==> src/hdl/assert_macros.svh <==
// Assertion macros shared by the mixer's modules.
`ifndef ASSERT_MACROS_SVH
`define ASSERT_MACROS_SVH

// Same-cycle implication, checked at every rising edge outside reset.
`define RCVM_ASSERT_IMP(lbl, ante, cons, msg) \
  lbl: assert property (@(posedge clk_i) disable iff (!rst_ni) (ante) |-> (cons)) \
    else $error(msg);

// Next-cycle implication, checked at every rising edge outside reset.
`define RCVM_ASSERT_NXT(lbl, ante, cons, msg) \
  lbl: assert property (@(posedge clk_i) disable iff (!rst_ni) (ante) |=> (cons)) \
    else $error(msg);

`endif

==> src/hdl/rcvm_pkg.sv <==
// Shared types and constants of the random chirp voice mixer.
package rcvm_pkg;

  localparam int unsigned ADDR_W     = 12;
  localparam int unsigned SAMPLE_W   = 16;
  localparam int unsigned FRAMES_W   = 13;
  localparam int unsigned RND_W      = 15;
  localparam int unsigned RATE_W     = 24;
  localparam int unsigned LEN_W      = 13;
  localparam int unsigned CFG_IDX_W  = 4;
  localparam int unsigned CFG_DATA_W = 24;

  // 32767 = 2^15 - 1, applied as a shift and a subtract
  localparam int unsigned GAIN_SHIFT = 15;
  // Trigger threshold is clamped to this value
  localparam logic [RND_W-1:0] THR_MAX = 15'd16383;

  typedef enum logic {
    FUNC_LOAD = 1'b0,
    FUNC_PLAY = 1'b1
  } func_e;

  typedef enum logic [CFG_IDX_W-1:0] {
    REG_CHIRP_RATE   = 4'd0,
    REG_CHIRP_LENGTH = 4'd1
  } cfg_reg_e;

  // Controller to datapath commands
  typedef struct packed {
    logic capture;
    logic load_wr;
    logic mul;
    logic sub;
    logic trig;
    logic clr_acc;
    logic issue;
    logic last;
    logic out_load;
  } cmd_t;

  // Datapath to controller status
  typedef struct packed {
    logic play;
  } sts_t;

endpackage

==> src/hdl/rcvm_ctrl.sv <==
// Sequencing state machine of the mixer.
`include "assert_macros.svh"

module rcvm_ctrl #(
  parameter int unsigned VOICES = 8
) (
  input  logic                 clk_i,
  input  logic                 rst_ni,
  input  logic                 in_valid_i,
  output logic                 in_ready_o,
  output logic                 out_valid_o,
  input  logic                 out_ready_i,
  input  rcvm_pkg::sts_t       sts_i,
  output rcvm_pkg::cmd_t       cmd_o,
  output logic [((VOICES > 1) ? $clog2(VOICES) : 1)-1:0] vidx_o
);

  localparam int unsigned VW = (VOICES > 1) ? $clog2(VOICES) : 1;

  typedef enum logic [2:0] {
    S_IDLE,
    S_DECODE,
    S_SUB,
    S_TRIG,
    S_MIX,
    S_DRAIN,
    S_OUT
  } state_e;

  state_e          state_q;
  logic [VW-1:0]   vidx_q;
  logic            out_valid_q;
  logic            last_voice;

  assign last_voice  = (vidx_q == VW'(VOICES - 1));
  assign in_ready_o  = (state_q == S_IDLE);
  assign out_valid_o = out_valid_q;
  assign vidx_o      = vidx_q;

  always_comb begin
    cmd_o          = '0;
    cmd_o.capture  = (state_q == S_IDLE) && in_valid_i;
    cmd_o.load_wr  = (state_q == S_DECODE) && !sts_i.play;
    cmd_o.mul      = (state_q == S_DECODE) && sts_i.play;
    cmd_o.sub      = (state_q == S_SUB);
    cmd_o.trig     = (state_q == S_TRIG);
    cmd_o.clr_acc  = (state_q == S_TRIG);
    cmd_o.issue    = (state_q == S_MIX);
    cmd_o.last     = (state_q == S_MIX) && last_voice;
    cmd_o.out_load = (state_q == S_OUT) && (!out_valid_q || out_ready_i);
  end

  always_ff @(posedge clk_i or negedge rst_ni) begin
    if (!rst_ni) begin
      state_q     <= S_IDLE;
      vidx_q      <= '0;
      out_valid_q <= 1'b0;
    end else begin
      if (cmd_o.out_load) begin
        out_valid_q <= 1'b1;
      end else if (out_ready_i) begin
        out_valid_q <= 1'b0;
      end
      case (state_q)
        S_IDLE: begin
          if (in_valid_i) state_q <= S_DECODE;
        end
        S_DECODE: begin
          state_q <= sts_i.play ? S_SUB : S_IDLE;
        end
        S_SUB: begin
          state_q <= S_TRIG;
        end
        S_TRIG: begin
          vidx_q  <= '0;
          state_q <= S_MIX;
        end
        S_MIX: begin
          if (last_voice) begin
            state_q <= S_DRAIN;
          end else begin
            vidx_q <= vidx_q + 1'b1;
          end
        end
        S_DRAIN: begin
          state_q <= S_OUT;
        end
        S_OUT: begin
          if (cmd_o.out_load) state_q <= S_IDLE;
        end
        default: begin
          state_q <= S_IDLE;
        end
      endcase
    end
  end

  `RCVM_ASSERT_IMP(a_issue_in_range, cmd_o.issue, vidx_q <= VW'(VOICES - 1), "voice index out of range")
  `RCVM_ASSERT_IMP(a_no_accept_in_mix, cmd_o.issue, !in_ready_o, "input taken during mix pass")
  `RCVM_ASSERT_NXT(a_load_done, cmd_o.load_wr, state_q == S_IDLE, "load did not return to idle")

endmodule

==> config.mk <==
export PLATFORM = sky130hd
export DESIGN_NAME = rcvm_ctrl
export DESIGN_NICKNAME = d
export VERILOG_FILES = /design/src/hdl/rcvm_pkg.sv /design/src/hdl/rcvm_ctrl.sv
export VERILOG_INCLUDE_DIRS = /design/src /design/src/hdl
export SDC_FILE = /design/constraint.sdc
export NUM_CORES = 1
export LEC_CHECK = 0
export ABC_AREA = 1
export BUFFER_PORTS_ARGS = -buffer_cell sky130_fd_sc_hd__clkbuf_2
export CAP_MARGIN = 10
export CORE_AREA = 2 2 39 41
export CTS_CLUSTER_DIAMETER = 30
export DETAILED_ROUTE_END_ITERATION = 6
export DIE_AREA = 0 0 41 43
export HOLD_SLACK_MARGIN = 0.15
export SYNTH_ARGS = -nofsm -noshare
export SYNTH_HDL_FRONTEND = slang
export SYNTH_SLANG_ARGS = --single-unit
==> constraint.sdc <==
create_clock -name clk_i -period 1.7 [get_ports clk_i]
set_input_delay 0.17 -clock clk_i [delete_from_list [all_inputs] [get_ports clk_i]]
set_output_delay 0.17 -clock clk_i [all_outputs]
set_load 0.005 [all_outputs]
==> impl_metrics.toml <==
[clocking]
cts_root_buf = "clkbuf_4"
clock_latency_ps = 240
cts_buffers = 3
cts_setup_buffers = 0
cts-resized-gates = 0
cts_tree = "done"
htreeDepth = 1
cts.sinks = 7
path_clk_slew_ps = 50
clk_path_buf_depth = 2

[timing]
post-route-min-period_ps = 1396
fin_crit_sh = 0.8209
setup-tns-final_ps = 0
rsz0062_at_grt = "false"
setup_viol = 0
slew_headroom = 0.8303
hold_viol = 0
skew_ps = 0.6625
tightest_slew_ps = 252.6
maxSlewViolCount = 0
clock.fmax_mhz = 716.6

[global_route]
grt_pass1_wl_mm = 1.393
grt_antenna_before_repair = 0
grt.overflow.total = 0
grt_usage = 0.1178
grt_start_max_net_pins = 8
grt_pass1_vias = 361

[logic_synthesis]
yosys.area.top_type = "dfrtp_1"
ys_ff_latch = 7
synth_top_family_by_area = "simple AND/OR/NAND/NOR gates"
netlist_area_sq_um = 419.2
synth_fa_ha_area_frac = 0.05970
yosys_warnings = 0
synth_xor_area_frac = 0
syn_area_per_cell_sq_um = 6.986
synth_seq_area_share = 0.4179
syn_nets = 67
synth_compound_area_frac = 0.04179
synthTopCellsByArea = "dfrtp_1 (42%), nand2_1 (13%), inv_1 (13%)"
yosysUniqueCellTypes = 13
yosysTopAreaCellShare = 0.4179
synthCells = 60
synthSimpleGateAreaFrac = 0.3134
synthMuxAreaShare = 0.02388

[die]
num_rows = 14
start_util = 0.3029
num_io_pins = 19
die-area_sq_um = 1763
core_area_sq_um = 1384
die_w_microns = 41
die_y_microns = 43

[power]
p_comb_frac = 0.496
p_sw_uw = 412.3
internal_power_uw = 544.2
irDropWorstVdd_v = 0.0005305
fin_total_pwr_uw = 956.5
power_density_nw_per_um2 = 1684
p_leak_uw = 0.0003680
power_frac_seq = 0.350
switching_share = 0.4310
clock_power_share = 0.154

[worst_setup_path]
start_kind = "register"
end_kind = "register"
r2r_cells = 8
path_max_fanout = 4
worstPathRequired_ps = 1830
path_class = "reg2reg"
crit_arrival_ps = 1530

[place]
port_buffers = 18
gp_congestion = 0.7551
dp_hpwl_microns = 712.9

[detailed_routing]
vias = 416
drt-total-wl_microns = 844
drc = 0
postRouteAntennaNets = 0
routedWlPerCell_microns = 8.525
avgViaCountPerCell = 4.202
dr.first_iter.drc_count = 3
drt_pre_antenna_iters = 2

[final_layout]
nNetsFinal = 91
drive_gt1_frac = 0.2651
final_util = 0.4105
n_antenna_cell = 0
area_growth_pct = 35.52

[hold_path]
hold_class = "in2reg"
holdPathStages = 3

[outcome]
outcome = "completed"

[run]
maxCapViolCount = 0
[layout make-up]
type,instances,area [sq um]
well taps,16,20.02
flip-flops and latches,7,175.2
inverters,14,52.55
clock buffers,4,26.28
multi-input cells,38,183.9
repair buffers,20,110.1
fillers,151,815.8
[per-stage QoR]
| stage | worst slack [ps] | instances | area, sq um | hold slack, ps |
|---|---|---|---|---|
| floorplan | 398.5 | 60 | 419.2 | -125.6 |
| global placement | 307.2 | 93 | 521.8 | 20.31 |
| detailed placement | 305.1 | 93 | 521.8 | 20.41 |
| CTS | 291.2 | 99 | 568.0 | 231.4 |
| global route | 150.0 | 99 | 568.0 | 244.0 |
| finish | 304.5 | 99 | 568.0 | 232.5 |
[critical path, cell delays in order (launching register included)]
cell	delay (ps)
dfrtp_1	400
ha_1	210
ha_1	170
inv_1	60
nand3_1	140
nand2_1	150
inv_1	60
nand2_1	50
nand2_1	50
[what timing repair did]
action / 4_1_cts / 5_1_grt
hold endpoints to repair: 8 / 0
setup endpoints to repair: 0 / 0
hold buffers: 2 / 0
[logic make-up (layout without fill, tap and decap cells)]
kind of cell    Yosys count  in the layout
simple gates             32             32
fa+ha+maj                 2              2
mux                       1              1
buf+inv                  15             38
flops                     7              7
compound gates            3              3
[power by group through the flow]
stage | registers (uW) | clock network (uW) | logic, uW
floorplan | 329 | 0 | 315
global placement | 336 | 0 | 476
detailed placement | 338 | 0 | 481
CTS | 335 | 156 | 486
global route | 350 | 168 | 568
finish | 335 | 147 | 475
[metal layers]
metal  wire [microns]  global-route usage  share of wire
met5                0                   0              0
met4               10             0.08000          0.012
met3               45             0.03141          0.053
met2              392              0.1563           0.46
met1              396              0.1600           0.47
[path summary, 6_finish.rpt]
check | from | end | slack [ps]
max in group asynchronous | rst_ni | vidx_o[1] | 1240
min in group asynchronous | rst_ni | state_q[2] | 300
max | vidx_o[0] | vidx_o[1] | 300
max reg2reg | vidx_o[0] | vidx_o[1] | 300
min reg2reg | vidx_o[0] | vidx_o[0] | 510
min | in_valid_i | state_q[2] | 230
[layout by cell type, fill, tap and decap left out]
cell type and instances:
clkbuf_1 1, nor2_2 1, nor3_1 3, nor2_1 9, mux2i_1 1, clkbuf_2 18, o21bai_1 1, ha_1 2
nand3_1 4, clkbuf_4 3, dfrtp_1 7, inv_1 14, o21ai_0 1, nand2_1 15, dlygate4sd3_1 2, a21oi_1 1
[Yosys cell counts]
library cell	n
buf_4	1
o21ai_0	1
mux2i_1	1
ha_1	2
nor3_1	3
o21bai_1	1
nand2_1	15
nor2_2	1
dfrtp_1	7
nor2_1	9
nand3_1	4
a21oi_1	1
inv_1	14
[registers in the layout (all words and copies together) (netlist names)]
signal and flops:
out_valid_o 1, state_q 3, vidx_o 3
(Power assumes the default switching activity.)
